## config.mk

```make
export PLATFORM = sky130hd
export DESIGN_NAME = http_response_chunked_decoder_top
export DESIGN_NICKNAME = d
export VERILOG_FILES = /design/src/design/hrcd_pkg.sv /design/src/design/hrcd_front.sv /design/src/design/hrcd_back.sv /design/src/design/http_response_chunked_decoder_top.sv
export SDC_FILE = /design/constraint.sdc
export NUM_CORES = 1
export LEC_CHECK = 0
export BUFFER_PORTS_ARGS = -buffer_cell sky130_fd_sc_hd__buf_2
export CAP_MARGIN = 25
export CORE_UTILIZATION = 50
export DETAILED_ROUTE_END_ITERATION = 6
export GPL_TIMING_DRIVEN = 0
export PLACE_DENSITY = 0.63
export SYNTH_ARGS = -nofsm -noshare
export SYNTH_HDL_FRONTEND = slang
export SYNTH_HIERARCHICAL = 1
export SYNTH_SLANG_ARGS = --single-unit
```

## constraint.sdc

```tcl
create_clock -name clk -period 6.8 [get_ports clk]
set_input_delay 1.36 -clock clk [delete_from_list [all_inputs] [get_ports clk]]
set_output_delay 1.36 -clock clk [all_outputs]
set_load 0.03 [all_outputs]
```

## src/design/hrcd_pkg.sv

```systemverilog
`timescale 1ns / 1ps
// ----------------------------------------------------------------------------
// hrcd_pkg
// Shared types and constants of the chunked response decoder.
// ----------------------------------------------------------------------------
package hrcd_pkg;

	localparam logic [1:0] KIND_BODY = 2'd0;
	localparam logic [1:0] KIND_LOC  = 2'd1;
	localparam logic [1:0] KIND_END  = 2'd2;

	localparam logic [1:0] ST_BODY     = 2'd0;
	localparam logic [1:0] ST_REDIRECT = 2'd1;
	localparam logic [1:0] ST_HEADERS  = 2'd2;

	localparam int TE_LEN   = 19;
	localparam int LOC_LEN  = 10;
	localparam int WORD_LEN = 7;

	// One result item.
	typedef struct packed {
		logic [7:0] out_byte;
		logic [1:0] out_kind;
		logic [1:0] end_status;
		logic       run_last;
	} res_t;

	// Work handed from the front part to the back part: up to two results.
	typedef struct packed {
		logic [1:0] cnt;
		res_t       r0;
		res_t       r1;
	} job_t;

	function automatic logic [7:0] te_char(input logic [4:0] i);
		case (i)
			5'd0: te_char = "T";   5'd1: te_char = "r";   5'd2: te_char = "a";
			5'd3: te_char = "n";   5'd4: te_char = "s";   5'd5: te_char = "f";
			5'd6: te_char = "e";   5'd7: te_char = "r";   5'd8: te_char = "-";
			5'd9: te_char = "E";   5'd10: te_char = "n";  5'd11: te_char = "c";
			5'd12: te_char = "o";  5'd13: te_char = "d";  5'd14: te_char = "i";
			5'd15: te_char = "n";  5'd16: te_char = "g";  5'd17: te_char = ":";
			5'd18: te_char = " ";
			default: te_char = 8'h00;
		endcase
	endfunction

	function automatic logic [7:0] loc_char(input logic [3:0] i);
		case (i)
			4'd0: loc_char = "L"; 4'd1: loc_char = "o"; 4'd2: loc_char = "c";
			4'd3: loc_char = "a"; 4'd4: loc_char = "t"; 4'd5: loc_char = "i";
			4'd6: loc_char = "o"; 4'd7: loc_char = "n"; 4'd8: loc_char = ":";
			4'd9: loc_char = " ";
			default: loc_char = 8'h00;
		endcase
	endfunction

	function automatic logic [7:0] word_char(input logic [2:0] i);
		case (i)
			3'd0: word_char = "c"; 3'd1: word_char = "h"; 3'd2: word_char = "u";
			3'd3: word_char = "n"; 3'd4: word_char = "k"; 3'd5: word_char = "e";
			3'd6: word_char = "d";
			default: word_char = 8'h00;
		endcase
	endfunction

	// Hex digit value; bit 4 set means not a digit.
	function automatic logic [4:0] hex_val(input logic [7:0] b);
		if (b >= "0" && b <= "9") hex_val = {1'b0, b[3:0]};
		else if ((b >= "A" && b <= "F") || (b >= "a" && b <= "f"))
			hex_val = {1'b0, b[3:0] + 4'd9};
		else hex_val = 5'h10;
	endfunction

endpackage

```

## src/design/hrcd_front.sv

```systemverilog
`timescale 1ns / 1ps
// ----------------------------------------------------------------------------
// hrcd_front
// Parses the byte stream and produces jobs of up to two result items.
// ----------------------------------------------------------------------------
module hrcd_front #(
	parameter int LINE_LIMIT = 4095,
	parameter int SIZE_BITS  = 32
) (
	input  logic            clk,
	input  logic            arst_n,
	input  logic            in_valid,
	output logic            in_ready,
	input  logic [7:0]      in_byte,
	input  logic            stream_end,
	output logic            job_valid,
	input  logic            job_ready,
	output hrcd_pkg::job_t  job
);
	import hrcd_pkg::*;

	localparam int PW = $clog2(LINE_LIMIT + 1);

	typedef enum logic [2:0] {PH_HEADER, PH_RAW, PH_SIZE, PH_SKIP, PH_DATA, PH_DONE}
		phase_t;

	phase_t               phase_q;
	logic [PW-1:0]        pos_q;
	logic [2:0]           flags_q;
	logic [2:0]           wcnt_q;
	logic                 chunked_q;
	logic [7:0]           held_q [2];
	logic [SIZE_BITS-1:0] rem_q;
	logic [1:0]           skip_q;

	phase_t               phase_d;
	logic [PW-1:0]        pos_d;
	logic [2:0]           flags_d;
	logic [2:0]           wcnt_d;
	logic                 chunked_d;
	logic [SIZE_BITS-1:0] rem_d;
	logic [1:0]           skip_d;
	logic                 held_we;
	logic                 held_idx;
	job_t                 job_d;
	logic                 fire;
	logic [4:0]           hv;
	logic [PW-1:0]        li;
	logic [1:0]           sk;

	assign in_ready = !job_valid || job_ready;
	assign fire     = in_valid && in_ready;

	function automatic res_t mk(input logic [7:0] b, input logic [1:0] k,
		input logic [1:0] s, input logic l);
		res_t r;
		r.out_byte = b; r.out_kind = k; r.end_status = s; r.run_last = l;
		return r;
	endfunction

	always_comb begin
		phase_d = phase_q; pos_d = pos_q; flags_d = flags_q; wcnt_d = wcnt_q;
		chunked_d = chunked_q; rem_d = rem_q; skip_d = skip_q;
		held_we = 1'b0; held_idx = 1'b0;
		job_d = '0;
		hv = hex_val(in_byte);
		li = pos_q - PW'(LOC_LEN);
		sk = skip_q;
		if (stream_end) begin
			if (phase_q == PH_HEADER) begin
				job_d.cnt = 2'd1;
				job_d.r0 = mk(8'h00, KIND_END,
					(flags_q[2] && pos_q >= PW'(LOC_LEN)) ? ST_REDIRECT : ST_HEADERS, 1'b1);
			end else if (phase_q != PH_DONE) begin
				job_d.cnt = 2'd1;
				job_d.r0 = mk(8'h00, KIND_END, ST_BODY, 1'b1);
			end
			phase_d = PH_HEADER; pos_d = '0; flags_d = 3'b111; wcnt_d = '0;
			chunked_d = 1'b0; rem_d = '0; skip_d = '0;
		end else begin
			unique case (phase_q)
				PH_HEADER: begin
					if (pos_q < PW'(LINE_LIMIT)) begin
						if (pos_q >= PW'(2) || in_byte != ((pos_q == '0) ? 8'h0d : 8'h0a))
							flags_d[0] = 1'b0;
						if (pos_q < PW'(TE_LEN) && in_byte != te_char(pos_q[4:0]))
							flags_d[1] = 1'b0;
						if (pos_q < PW'(LOC_LEN) && in_byte != loc_char(pos_q[3:0]))
							flags_d[2] = 1'b0;
						if (flags_d[1] && pos_q >= PW'(TE_LEN)) begin
							if (in_byte == word_char(wcnt_q)) wcnt_d = wcnt_q + 3'd1;
							else wcnt_d = (in_byte == "c") ? 3'd1 : 3'd0;
							if (wcnt_d >= 3'(WORD_LEN)) begin
								chunked_d = 1'b1;
								wcnt_d = '0;
							end
						end
						if (flags_d[2] && pos_q >= PW'(LOC_LEN)) begin
							held_we = 1'b1;
							held_idx = li[0];
							if (li >= PW'(2)) begin
								job_d.cnt = 2'd1;
								job_d.r0 = mk(held_q[li[0]], KIND_LOC, ST_BODY, 1'b0);
							end
						end
						pos_d = pos_q + PW'(1);
					end
					if (in_byte == 8'h0a) begin
						if (flags_d[0] && pos_d == PW'(2)) begin
							phase_d = chunked_d ? PH_SIZE : PH_RAW;
							rem_d = '0;
						end else if (flags_d[2] && pos_d >= PW'(LOC_LEN)) begin
							if (job_d.cnt == 2'd1) begin
								job_d.cnt = 2'd2;
								job_d.r1 = mk(8'h00, KIND_END, ST_REDIRECT, 1'b1);
							end else begin
								job_d.cnt = 2'd1;
								job_d.r0 = mk(8'h00, KIND_END, ST_REDIRECT, 1'b1);
							end
							phase_d = PH_DONE;
						end
						pos_d = '0; flags_d = 3'b111; wcnt_d = '0;
					end
				end
				PH_RAW: begin
					job_d.cnt = 2'd1;
					job_d.r0 = mk(in_byte, KIND_BODY, ST_BODY, 1'b0);
				end
				PH_SIZE: begin
					if (!hv[4]) rem_d = {rem_q[SIZE_BITS-5:0], hv[3:0]};
					else if (rem_q == '0) begin
						job_d.cnt = 2'd1;
						job_d.r0 = mk(8'h00, KIND_END, ST_BODY, 1'b1);
						phase_d = PH_DONE;
					end else begin
						skip_d = 2'd1;
						phase_d = PH_SKIP;
					end
				end
				PH_SKIP: begin
					if (sk != 2'd0) sk = sk - 2'd1;
					skip_d = sk;
					if (sk == 2'd0) phase_d = (rem_q != '0) ? PH_DATA : PH_SIZE;
				end
				PH_DATA: begin
					job_d.cnt = 2'd1;
					job_d.r0 = mk(in_byte, KIND_BODY, ST_BODY, 1'b0);
					rem_d = rem_q - SIZE_BITS'(1);
					if (rem_d == '0) begin
						skip_d = 2'd2;
						phase_d = PH_SKIP;
					end
				end
				default: ;
			endcase
		end
	end

	always_ff @(posedge clk or negedge arst_n) begin
		if (!arst_n) begin
			phase_q <= PH_HEADER; pos_q <= '0; flags_q <= 3'b111; wcnt_q <= '0;
			chunked_q <= 1'b0; rem_q <= '0; skip_q <= '0; job_valid <= 1'b0;
		end else begin
			if (job_ready) job_valid <= 1'b0;
			if (fire) begin
				phase_q <= phase_d; pos_q <= pos_d; flags_q <= flags_d;
				wcnt_q <= wcnt_d; chunked_q <= chunked_d; rem_q <= rem_d;
				skip_q <= skip_d;
				job_valid <= (job_d.cnt != 2'd0);
			end
		end
	end

	always_ff @(posedge clk) begin
		if (fire) begin
			job <= job_d;
			if (held_we && !stream_end) held_q[held_idx] <= in_byte;
		end
	end

endmodule

```

## src/design/hrcd_back.sv

```systemverilog
`timescale 1ns / 1ps
// ----------------------------------------------------------------------------
// hrcd_back
// Two-entry job queue and output stage that serializes the results.
// ----------------------------------------------------------------------------
module hrcd_back (
	input  logic            clk,
	input  logic            arst_n,
	input  logic            job_valid,
	output logic            job_ready,
	input  hrcd_pkg::job_t  job,
	output logic            m_axis_tvalid,
	input  logic            m_axis_tready,
	output hrcd_pkg::res_t  res
);
	import hrcd_pkg::*;

	job_t       q_q [2];
	logic       wr_q, rd_q;
	logic [1:0] cnt_q;
	logic       sub_q;
	logic       push, pop;

	assign job_ready     = (cnt_q != 2'd2);
	assign push          = job_valid && job_ready;
	assign m_axis_tvalid = (cnt_q != 2'd0);
	assign res           = sub_q ? q_q[rd_q].r1 : q_q[rd_q].r0;
	// An item leaves the queue once its last result is taken.
	assign pop = m_axis_tvalid && m_axis_tready && (sub_q || q_q[rd_q].cnt == 2'd1);

	always_ff @(posedge clk or negedge arst_n) begin
		if (!arst_n) begin
			wr_q <= 1'b0; rd_q <= 1'b0; cnt_q <= '0; sub_q <= 1'b0;
		end else begin
			if (push) wr_q <= !wr_q;
			if (pop) begin
				rd_q <= !rd_q;
				sub_q <= 1'b0;
			end else if (m_axis_tvalid && m_axis_tready) begin
				sub_q <= 1'b1;
			end
			cnt_q <= cnt_q + {1'b0, push} - {1'b0, pop};
		end
	end

	always_ff @(posedge clk) begin
		if (push) q_q[wr_q] <= job;
	end

endmodule

```

## src/design/http_response_chunked_decoder_top.sv

```systemverilog
`timescale 1ns / 1ps
// ----------------------------------------------------------------------------
// http_response_chunked_decoder_top
// HTTP/1.1 response decoder with chunked transfer coding.
// ----------------------------------------------------------------------------
// Takes response bytes, one per cycle while the output keeps up, and emits
// body bytes, location bytes of a redirect, and one end marker per response.
// A byte is parsed in the cycle it is accepted; the parser registers up to two
// results as one job, which then enters a two-entry queue. A byte that makes
// two results has them sent by the output side one after the other.
module http_response_chunked_decoder_top #(
	parameter int LINE_LIMIT = 4095,
	parameter int SIZE_BITS  = 32
) (
	input  logic        clk,
	input  logic        arst_n,
	input  logic        s_axis_tvalid,
	output logic        s_axis_tready,
	input  logic [7:0]  s_axis_tdata,  // in_byte
	input  logic        s_axis_tuser,  // stream_end
	output logic        m_axis_tvalid,
	input  logic        m_axis_tready,
	output logic [7:0]  m_axis_tdata,  // out_byte
	output logic [3:0]  m_axis_tuser,  // out_kind[1:0], end_status[3:2]
	output logic        m_axis_tlast   // run_last
);
	import hrcd_pkg::*;

	logic jv, jr;
	job_t jb;
	res_t rs;

	hrcd_front #(.LINE_LIMIT(LINE_LIMIT), .SIZE_BITS(SIZE_BITS)) u_front (
		.clk, .arst_n, .in_valid(s_axis_tvalid), .in_ready(s_axis_tready),
		.in_byte(s_axis_tdata), .stream_end(s_axis_tuser),
		.job_valid(jv), .job_ready(jr), .job(jb));

	hrcd_back u_back (
		.clk, .arst_n, .job_valid(jv), .job_ready(jr), .job(jb),
		.m_axis_tvalid, .m_axis_tready, .res(rs));

	assign m_axis_tdata = rs.out_byte;
	assign m_axis_tuser = {rs.end_status, rs.out_kind};
	assign m_axis_tlast = rs.run_last;

endmodule
```

# --- Word level (Yosys, flattened, before mapping) ---
# Memories as Yosys holds them, arrays and structs flattened.
# Cells that the tools add are included.
word_totals:
  ff_bits: 90
  ramBits: 72
  rom_bits: 336
  in_bits: 13
  out_inout_bits: 15
  word_cells: 244
  memories: 4
classes:
  addsub: 8
  order_cmp: 15
  eq_ne: 29
  mux: 114
  bitwise_logic: 3
  reduce_logical: 49
memory_table:
  columns: ["name", "depth", "word_bits", "read_ports", "rd_clocked_by_memory_dff", "wr", "line_no", "source"]
  rows:
  - ["(no name shown)", 32, 7, 1, 0, 0, "hrcd_pkg.sv:36", "case (i)"]
  - ["(no name shown)", 16, 7, 1, 0, 0, "hrcd_pkg.sv:49", "case (i)"]
  - ["u_back.q_q", 2, 28, 1, 0, 1, "hrcd_back.sv:18", "job_t q_q [2];"]
  - ["u_front.held_q", 2, 8, 1, 0, 1, "hrcd_front.sv:32", "logic [7:0] held_q [2];"]
ops:
  columns: ["cell", "n"]
  rows:
  - ["$mux 32", 4]
  - ["$mux 15", 7]
  - ["$pmux 32 s3", 1]
  - ["$mux 28", 3]
  - ["$mux 3", 27]
  - ["$mux 8", 10]
  - ["$mux 12", 6]
  - ["$logic_not 32->1", 2]
  - ["$pmux 7 s7", 1]
  - ["$pmux 15 s3", 1]
  - ["$mux 14", 3]
  - ["$mux 1", 34]
  - ["$reduce_bool 32->1", 1]
  - ["$sub 32x1->32 const B", 1]
  - ["$mux 13", 2]
  - ["$ge 12x2->1 const B", 2]
  - ["$ge 12x4->1 const B", 2]
  - ["$ne 8x8->1", 3]
  - ["$mux 2", 10]
  - ["$ge 8x7->1 const B", 2]
  - ["$le 8x7->1 const B", 2]
  - ["$logic_and 1x1->1", 15]
  - ["$mux 5", 3]
  - ["$ne 3x3->1 const B", 5]
  - ["other kinds (44)", 71]

# --- Logic depth before layout (Yosys ltp) ---
# Gate-level depths: netlist of the first run.
depth:
  word_depth: 32
  ltp_mapped: 14
  mapped_depth_nobuf: 12

# --- Hierarchy ---
# The synthesis of the first run kept the hierarchy.
modules_own_cells:
  columns: ["module", "n_inst", "cells_each", "area_per_inst_um2", "seq_area_each_um2"]
  rows:
  - ["hrcd_front", 1, 834, 6961.7, 2361.0]
  - ["hrcd_back", 1, 104, 2343.5, 1806.7]

# --- Worst setup path before layout of the first run ---
# OpenSTA, ideal clock, no wires.
synth_timing:
  path_kind: "input port to flip-flop"
  from: "input port s_axis_tdata[1]"
  to: "memory u_front.held_q[0][0] (enable)"
  setup_ps: 370
  arrival_ps: 3359
  required_ps: 6430
  slack_ps: 3071
  cell_stages: 8
  n_path_buf: 2
  path_cell_list: "clkbuf_1 > or3_1 > a311oi_1 > o2111ai_1 > a211oi_1 > clkbuf_1 > nand3_1 > nor2_1"
synth_between:
  elab_chain_len: 15
  elab_cells_between_ends: 19
  classes_between: "1 x eq/ne; 15 x mux; 3 x reduce/logical"
synth_rtl:
  columns: ["element", "line_no", "source"]
  rows:
  - ["start, declared", "http_response_chunked_decoder_top.sv:19", "input logic [7:0] s_axis_tdata,"]
  - ["$ne 8x8->1 (*)", "hrcd_front.sv:88", "if (pos_q < PW'(LOC_LEN) && in_byte != loc_char(pos_q[3:0]))"]
  - ["$logic_and 1x1->1 (*)", "hrcd_front.sv:88", null]
  - ["$mux 1 (*)", "hrcd_front.sv:88", null]
  - ["$mux 1 (*)", "hrcd_front.sv:83", "if (pos_q < PW'(LINE_LIMIT)) begin"]
  - ["$mux 1 (*)", "hrcd_front.sv:81", "unique case (phase_q)"]
  - ["$mux 1 (*)", "hrcd_front.sv:69", "if (stream_end) begin"]
  - ["$logic_and 1x1->1 (*)", "hrcd_front.sv:98", "if (flags_d[2] && pos_q >= PW'(LOC_LEN)) begin"]
  - ["$mux 1", "hrcd_front.sv:98", null]
  - ["$mux 1", "hrcd_front.sv:83", null]
  - ["$mux 1", "hrcd_front.sv:81", null]
  - ["$mux 1", "hrcd_front.sv:69", null]
  - ["$logic_and 1x1->1", "hrcd_front.sv:177", "if (held_we && !stream_end) held_q[held_idx] <= in_byte;"]
  - ["$mux 1", "hrcd_front.sv:177", null]
  - ["$mux 1", "hrcd_front.sv:175", "if (fire) begin"]
  - ["$mux 1 (not written as such)", "hrcd_front.sv:177", null]
  - ["end, declared", "hrcd_front.sv:32", null]
# Every way passes the cells marked *; elsewhere a longest branch is shown, timed or not. The select of a mux whose other input is x is not followed.

# --- Worst setup path in the final report of the first run ---
layout_timing:
  from: "register u_front.pos_q[0]"
  to: "memory u_front.held_q[0][4] (enable)"
layout_between:
  elab_chain_len: 19
  elab_cells_between_ends: 27
  classes_between: "1 x add/sub; 3 x order compare; 1 x eq/ne; 18 x mux; 3 x reduce/logical; 1 x memory"
layout_rtl:
  columns: ["element", "line_no", "source"]
  rows:
  - ["start, declared", "hrcd_front.sv:28", "logic [PW-1:0] pos_q;"]
  - ["start signal, assigned", "hrcd_front.sv:166", "phase_q <= phase_d; pos_q <= pos_d; flags_q <= flags_d;"]
  - ["$mem_v2 16x7", null, null]
  - ["$mux 8", "hrcd_front.sv:83", null]
  - ["$mux 8", "hrcd_front.sv:81", null]
  - ["$mux 8", "hrcd_front.sv:69", null]
  - ["$ne 8x8->1", "hrcd_front.sv:88", null]
  - ["$logic_and 1x1->1", "hrcd_front.sv:88", null]
  - ["$mux 1", "hrcd_front.sv:88", null]
  - ["$mux 1", "hrcd_front.sv:83", null]
  - ["[... 3 more ...]", null, null]
  - ["$mux 1", "hrcd_front.sv:98", null]
  - ["$mux 1", "hrcd_front.sv:83", null]
  - ["$mux 1", "hrcd_front.sv:81", null]
  - ["$mux 1", "hrcd_front.sv:69", null]
  - ["$logic_and 1x1->1", "hrcd_front.sv:177", null]
  - ["$mux 1", "hrcd_front.sv:177", null]
  - ["$mux 1", "hrcd_front.sv:175", null]
  - ["$mux 1 (not written as such)", "hrcd_front.sv:177", null]
# Parallel ways exist; a longest one is shown, timed or not. The select of a mux whose other input is x is not followed.

==> metrics, run 1 <==
status complete, but fails checks; failing checks DRC; Clock Path Buffers 2; setup_tns 0 ns; Buf+Inv Stages, Crit Path 3; Post-synth ARST share 41.6%; TritonCTS clock tree yes; simple-gate area share of the yosys netlist a little under a fifth; period utilization between 60% and 70%; post-DP HPWL 17300 microns; post-synthesis mux area share under 10%; Die ar. about 19000 sq um; ranking of synthesized cells by area edfxtp_1 (28%), dfrtp_1 (16%), ha_1 (3.8%), nor2_1 (3.3%), o21ai_0 (3.3%); Final Critical Period approximately 4.7 ns; Avg Cell Area, Syn between 9 and 10 sq um; Pwr per Cell Area between 400 and 500 nW/um^2; max frequency 212 MHz; Leak about 0.0039 uW; Critical Path Source Type flop; Slowest-stage cell, CP nor2_1; pin count of the biggest net entering global routing 63; most frequent cells in the layout edfxtp_1 (87), nor2_1 (81), clkbuf_1 (64); Max VDD drop 0.242 mV; Cell Area, Synth between 9000 and 10000 sq um; vias in the first global route ~7400; total power roughly 4800 uW; post-route clock skew 0.0154 ns; Critical Path RT 6.85 ns; Synth Area in XOR/XNOR 1.98%; largest family of logic cells by synthesized area compound AO/OA/AOI/OAI gates; setup violation total in the final timing report 0; row count 49; CP cell instances clkbuf_1, inv_1, ha_1, nor2b_1, or3_1, a311oi_1, o2111ai_1, a211oi_1, clkbuf_1, nand3_1, nor2_1; WL/cell 19.9 microns; Post-synth EDFFs between 80 and 90; post-synthesis cell count approximately 940; Area growth, synth to finish 11.3%; Worst path max stage delay around 0.63 ns; post-route ant nets 0; arrival time worst endpoint 4.77 ns; CTS clk-pin slew, worst paths roughly 0.07 ns; Layout Nets slightly above 1000; Starting Density between 50% and 60%; max_cap viols 0; CP dominant cell by count clkbuf_1; share of layout cells above drive strength 1 between 10 and 15%; Final Hold Fails 0; # DRC 20; vias per std cell 6.33; core box area 18100 sq um; Hold Crit Class reg -> reg; Hold Buf Count CTS 0; setup bufs post-CTS 0; Port-buffer cells 26; CTS HTree Levels 4; Final Max Slew Viols 0; crit path max fanout 10; sequential share of the synthesized area 44.8%; Final GP Congestion 0.920; Tot GR Track Use approximately a quarter; CTS Root Cell clkbuf_16; drt total wl ~25000 microns; initial antenna violation count 0; cell family with most CP delay simple AND/OR/NAND/NOR gates; Post-CTS Resized 0; CTS Sinks 149; area leader, netlist edfxtp_1; crit path kind reg -> reg; io pins 28; pre-CTS setup slack between 2 and 2.5 ns; DR pass1 iterations 7; 1st-iter DRT viols around 730; Die Ht around 140 microns; Synth Area in Compound Gates between 20% and 30%; Congestion Overflow GR 0; Setup crit end kind flop; Netlist cell types 87; Warnings, synthesis 6; CTS Buf Count 17; Clock Latency Late Sink 0.43 ns; Seq cells post-synth about 150; via count slightly below 8000; Final WS setup 2.07 ns; first-pass GRT wire length 40200 microns; Die X 138 microns; worst slew pin tran 0.920 ns; RSZ-0062 raised after global routing false; Post-Synth Adder-Cell Area under 10%; commonest non-fill, non-tap cell in the layout edfxtp_1; Main synth FF type edfxtp_1; post-synth top area share 28.1%; Slew Limit Headroom 37.0%
## layout make-up
type / instances / area (sq um)
Fill cell: 1616 / 7730
Multi-Input combinational cell: 678 / 4660
Sequential cell: 149 / 4170
Clock buffer: 19 / 443
Buffer: 87 / 399
Tap cell: 229 / 287
Timing Repair Buffer: 28 / 165
Inverter: 33 / 124
Clock inverter: 13 / 115
Antenna cell: 1 / 2.50
## logic make-up after synthesis
logic type | after synthesis
xor gates and xnor gates | 21
DFF | 149
and+or+nand+nor | 315
muxes | 30
other | 1
AOI/OAI and AO/OA | 274
adders and majority gates | 28
buffers and inverters | 120
## cells in the mapped netlist (23+ instances only)
master,n
a21oi_1,55
clkbuf_1,63
dfrtp_1,59
edfxtp_1,87
ha_1,28
inv_1,31
nand2_1,44
nor2_1,82
nor3_1,41
nor4_1,23
o21ai_0,61
o31ai_1,40
## power breakdown
group	total [uW]	internal [uW]	switching (uW)	leakage, uW
sequential	1390	1220	169	0.00164
clock	893	489	404	0.000266
combinational	2490	866	1620	0.00197
total	4770	2580	2200	0.00388
## per-layer routing
layer  up-vias  global-route usage [%]  share of wire (%)
li1       3678                       -                  -
met1      3771                    38.9                 46
met2       349                    40.1                 45
met3        28                    5.20                7.9
met4         0                    7.45                1.3
met5         -                       0                  0
## per-stage QoR
stage,hold slack [ns],cells,util (%),area [sq um]
CTS,0.444,1236,57.3,10400
finish,0.434,1237,57.3,10400
detailed placement,0.433,1204,54.2,9800
global route,0.465,1236,57.3,10400
global placement,0.430,1202,53.9,9760
floorplan,0.421,947,-,9340
## flip-flops by register name, summed over array words and instances, names as in the netlist, 2 cells and up
register	count
u_front/phase_q	3
u_front/wcnt_q	3
u_front/held_q	16
u_back/q_q	56
u_front/flags_q	3
u_front/skip_q	2
u_front/rem_q	32
u_back/cnt_q	2
u_front/job	15
u_front/pos_q	12
## worst paths after layout
| check | start | to | slack [ns] | cells past startpoint |
|---|---|---|---|---|
| setup / recovery | u_front/pos_q[0] | u_front/held_q[0][4] | 2.07 | 11 |
| max in group asynchronous | arst_n | u_front/phase_q[1] | 5.21 | 1 |
| hold reg to reg | u_front/job[18] | u_back/q_q[1][18] | 0.43 | 0 |
| hold / removal | u_front/job[18] | u_back/q_q[1][18] | 0.43 | 0 |
| min in group asynchronous | arst_n | u_front/pos_q[2] | 1.03 | 1 |
| setup reg to reg | u_front/pos_q[0] | u_front/held_q[0][4] | 2.07 | 11 |
Note: power is estimated with default switching activity, not from simulation.
==> run 2: changes to the inputs <==
--- a/config.mk
+++ b/config.mk
@@ -5,12 +5,13 @@
 export SDC_FILE = /design/constraint.sdc
 export NUM_CORES = 1
 export LEC_CHECK = 0
+export ABC_AREA = 1
 export BUFFER_PORTS_ARGS = -buffer_cell sky130_fd_sc_hd__buf_2
 export CAP_MARGIN = 25
 export CORE_UTILIZATION = 50
 export DETAILED_ROUTE_END_ITERATION = 6
 export GPL_TIMING_DRIVEN = 0
-export PLACE_DENSITY = 0.63
+export PLACE_DENSITY = 0.66
 export SYNTH_ARGS = -nofsm -noshare
 export SYNTH_HDL_FRONTEND = slang
 export SYNTH_HIERARCHICAL = 1
==> constraint.sdc (replaced) <==
create_clock -name clk -period 4.2 [get_ports clk]
set_input_delay 0.84 -clock clk [delete_from_list [all_inputs] [get_ports clk]]
set_output_delay 0.84 -clock clk [all_outputs]
set_load 0.03 [all_outputs]
==> run 2 against run 1 <==
Net effect:
- the run now ends clean
- hold slack improved by 0.0031 ns
- die area fell by 0.73%
- cell count rose by 20%
- cell area fell by 0.86%
- flip-flop and latch count did not move
- synthesized area fell by 0.74%
- core utilization fell by 0.30 points
- sequential power rose by 62%
- global-route usage fell by 1.2 points
- sequential share of layout area rose by 0.35 points
- non-clock buffer count fell by 43
- critical endpoint is now u_front/job[26]
- highest routed layer unchanged
==> metrics, run 2 <==
CTS clk-pin slew, worst paths 0.06 ns (about the same); Critical Path RT 4.36 ns (-2.49 ns); Clock Path Buffers 2 (unchanged); Critical Path Source Type flop; Leak 0.00471 uW (+21%); ranking of synthesized cells by area edfxtp_1 (28%), dfrtp_1 (16%), nand2_1 (13%), nor2_1 (6.8%), inv_1 (4.2%); switching part of the total 50.1% (+4.1 points); CTS Sinks 149 (unchanged); fillers 1703 (+5.4%); initial antenna violation count 0 (unchanged); clock network power share 16.6% (-2.1 points); Starting Density 51.2% (-0.21 points); Die Ht 138 microns (-0.36%); io pins 28 (unchanged); Worst path max stage delay 0.59 ns (-0.04 ns); WL/cell 15.6 microns (-22%); Die X 138 microns (-0.36%); dpl cell area 9710 sq um (-0.91%); via count 8179 (+4.5%); pin count of the biggest net entering global routing 63 (unchanged); drt total wl 23200 microns (-6.1%); Avg Cell Area, Syn 7.75 sq um (-22%); post-route clock skew 0.0121 ns (-0.00327 ns); row count 49 (unchanged); Internal 4300 uW (+67%); vias in the first global route 7564 (+1.9%); Hold Buf Count CTS 0 (unchanged); RSZ-0062 raised after global routing false; period utilization 89.9% (+20 points); Post-synth ARST share 41.6% (unchanged); Top Layer Used met4; Flop pwr share 26.1% (-3.1 points); CTS HTree Levels 4 (unchanged); area leader, netlist edfxtp_1; Area growth, synth to finish 11.2%; vias per std cell 5.49 (-13%); pre-CTS setup slack 0.460 ns (-1.68 ns); most frequent cells in the layout nand2_1 (329), nor2_1 (166), inv_1 (104); Netlist cell types 46 (-47%); arrival time worst endpoint 3.94 ns (-0.83 ns); Tot GR Track Use 25.4% (-1.2 points); Hold Crit Class reg -> reg; CP cell instances inv_1, clkbuf_1, ha_1, inv_1, o21ai_0, nand2_1, nand2_1, nand3_1, nor2_1, nand2_1, nand2_2, nand3_2, inv_1, ha_1, inv_1, nand3_1, nand2_1, inv_1, nand2_1, nand2_1, nand2_1, nand2_1; Final WS setup 0.425 ns (-1.65 ns); top-count cell post-synth nand2_1; CP dominant cell by count nand2_1; status finished clean; Slowest-stage cell, CP clkbuf_1; post-synthesis cell count 1192 (+27%); setup bufs post-CTS 0 (unchanged); commonest non-fill, non-tap cell in the layout nand2_1; # diodes 0 (-1); final instance area 10300 sq um (-0.86%); routed wl met3 1080 microns (-44%); M1 wire length 9960 microns (-12%); crit path kind reg -> reg; Warnings, synthesis 6 (unchanged); Clock Latency Late Sink 0.42 ns (about the same); post-synth top area share 28.3% (+0.21 points); WL met2 11400 microns (+2.9%); Max VDD drop 0.592 mV (+140%); Slew Limit Headroom 39.4% (+2.4 points); CTS Buf Count 17 (unchanged); Net Sw Power 4320 uW (+97%); Die ar. 19000 sq um (-0.73%); Final Max Slew Viols 0 (unchanged); CTS Root Cell clkbuf_16; setup violation total in the final timing report 0 (unchanged); TritonCTS clock tree yes; max reg flops 56 (unchanged); share of layout cells above drive strength 1 11.7% (-0.77 points); # DRC 0 (-100%); sequential share of the synthesized area 45.1% (+0.33 points); crit path max fanout 13 (+3); Pwr per Cell Area 839 nW/um^2 (+82%); most flop-heavy register u_back/q_q; Post-synth EDFFs 87 (unchanged); Final Critical Period 3.78 ns (-0.953 ns); Layout Nets 1288 (+24%); most common library cells after synthesis nand2_1 (329), nor2_1 (168), inv_1 (104); core box area 18000 sq um (-0.34%); Cell Area, Synth 9240 sq um (-0.74%); Main synth FF type edfxtp_1; Worst Hold Depth 0 (unchanged); DR pass1 iterations 5 (-2); CP Depth 22 (+11); Final GP Congestion 0.983 (+6.8%); max frequency 265 MHz (+25%); post-route ant nets 0 (unchanged); Congestion Overflow GR 0 (unchanged); worst slew pin tran 0.902 ns (-0.0182 ns); Comb pwr share 57.3% (+5.2 points); first-pass GRT wire length 37000 microns (-8.0%); Setup crit end kind flop; reg2reg path depth 22 (+11); cell family with most CP delay simple AND/OR/NAND/NOR gates; Seq cells post-synth 149 (unchanged); post-DP HPWL 17200 microns (about the same); Final Hold Fails 0 (unchanged); setup_tns 0 ns (unchanged); max_cap viols 0 (unchanged); Regs by FF count u_back/q_q x56, u_front/rem_q x32, u_front/held_q x16; Buf+Inv Stages, Crit Path 6 (+3); 1st-iter DRT viols 617 (-15%); Post-CTS Resized 0 (unchanged); Port-buffer cells 27 (+3.8%)
[run 2: layout make-up]
class,instances,area (sq um),area share (%)
Multi-Input combinational cell,884,4360,42.4
Timing Repair Buffer,27,138,1.34
Tap cell,229,287,2.79
Inverter,123,463,4.51
Clock buffer,19,443,4.31
Buffer,45,295,2.88
Sequential cell,149,4170,40.6
Clock inverter,13,118,1.15
[run 2: metal layers]
metal | up-vias | GRT usage [%]
met2 | 242 | 44.8
met5 | - | 0
met3 | 52 | 3.69
met1 | 3828 | 30.7
li1 | 4057 | -
met4 | 0 | 11.2
[run 2: cells by family (layout without fill, tap and decap cells)]
family / Yosys count / count (layout) / synth area share [%]
DFF: 149 / 149 / 45.1
and+or+nand+nor: 638 / 638 / 29.5
adders and majority gates: 28 / 28 / 3.79
other: 1 / 10 / 0.0406
buffers and inverters: 168 / 227 / 8.21
AOI/OAI and AO/OA: 183 / 183 / 11.0
xor gates and xnor gates: 25 / 25 / 2.37
[run 2: power groups by stage]
stage,logic [uW],registers [uW],clock network [uW]
2_1_floorplan,3700,2190,0
3_3_place_gp,4800,2270,0
3_5_place_dp,4830,2270,0
4_1_cts,4860,2250,1470
5_1_grt,5470,2300,1530
6_report,4940,2250,1430
[run 2: metrics by stage]
step                std cells  utilization (%)  hold WS, ns  power, uW
floorplan                1201                -        0.421       5890
finish                   1489             57.0        0.437       8620
detailed placement       1457             53.9        0.429       7100
global placement         1457             53.8        0.423       7070
CTS                      1489             57.0        0.440       8580
global route             1489             57.0        0.456       9300
[run 2: worst paths after layout]
path	startpoint	end	slack (ns)
worst max register to register	u_front/pos_q[0]	u_front/job[26]	0.42
worst max-delay path	u_front/pos_q[0]	u_front/job[26]	0.42
worst min-delay path	u_front/job[27]	u_back/q_q[0][27]	0.44
max in group asynchronous	arst_n	u_front/rem_q[13]	3.15
min in group asynchronous	arst_n	u_back/rd_q	0.49
worst min register to register	u_front/job[27]	u_back/q_q[0][27]	0.44
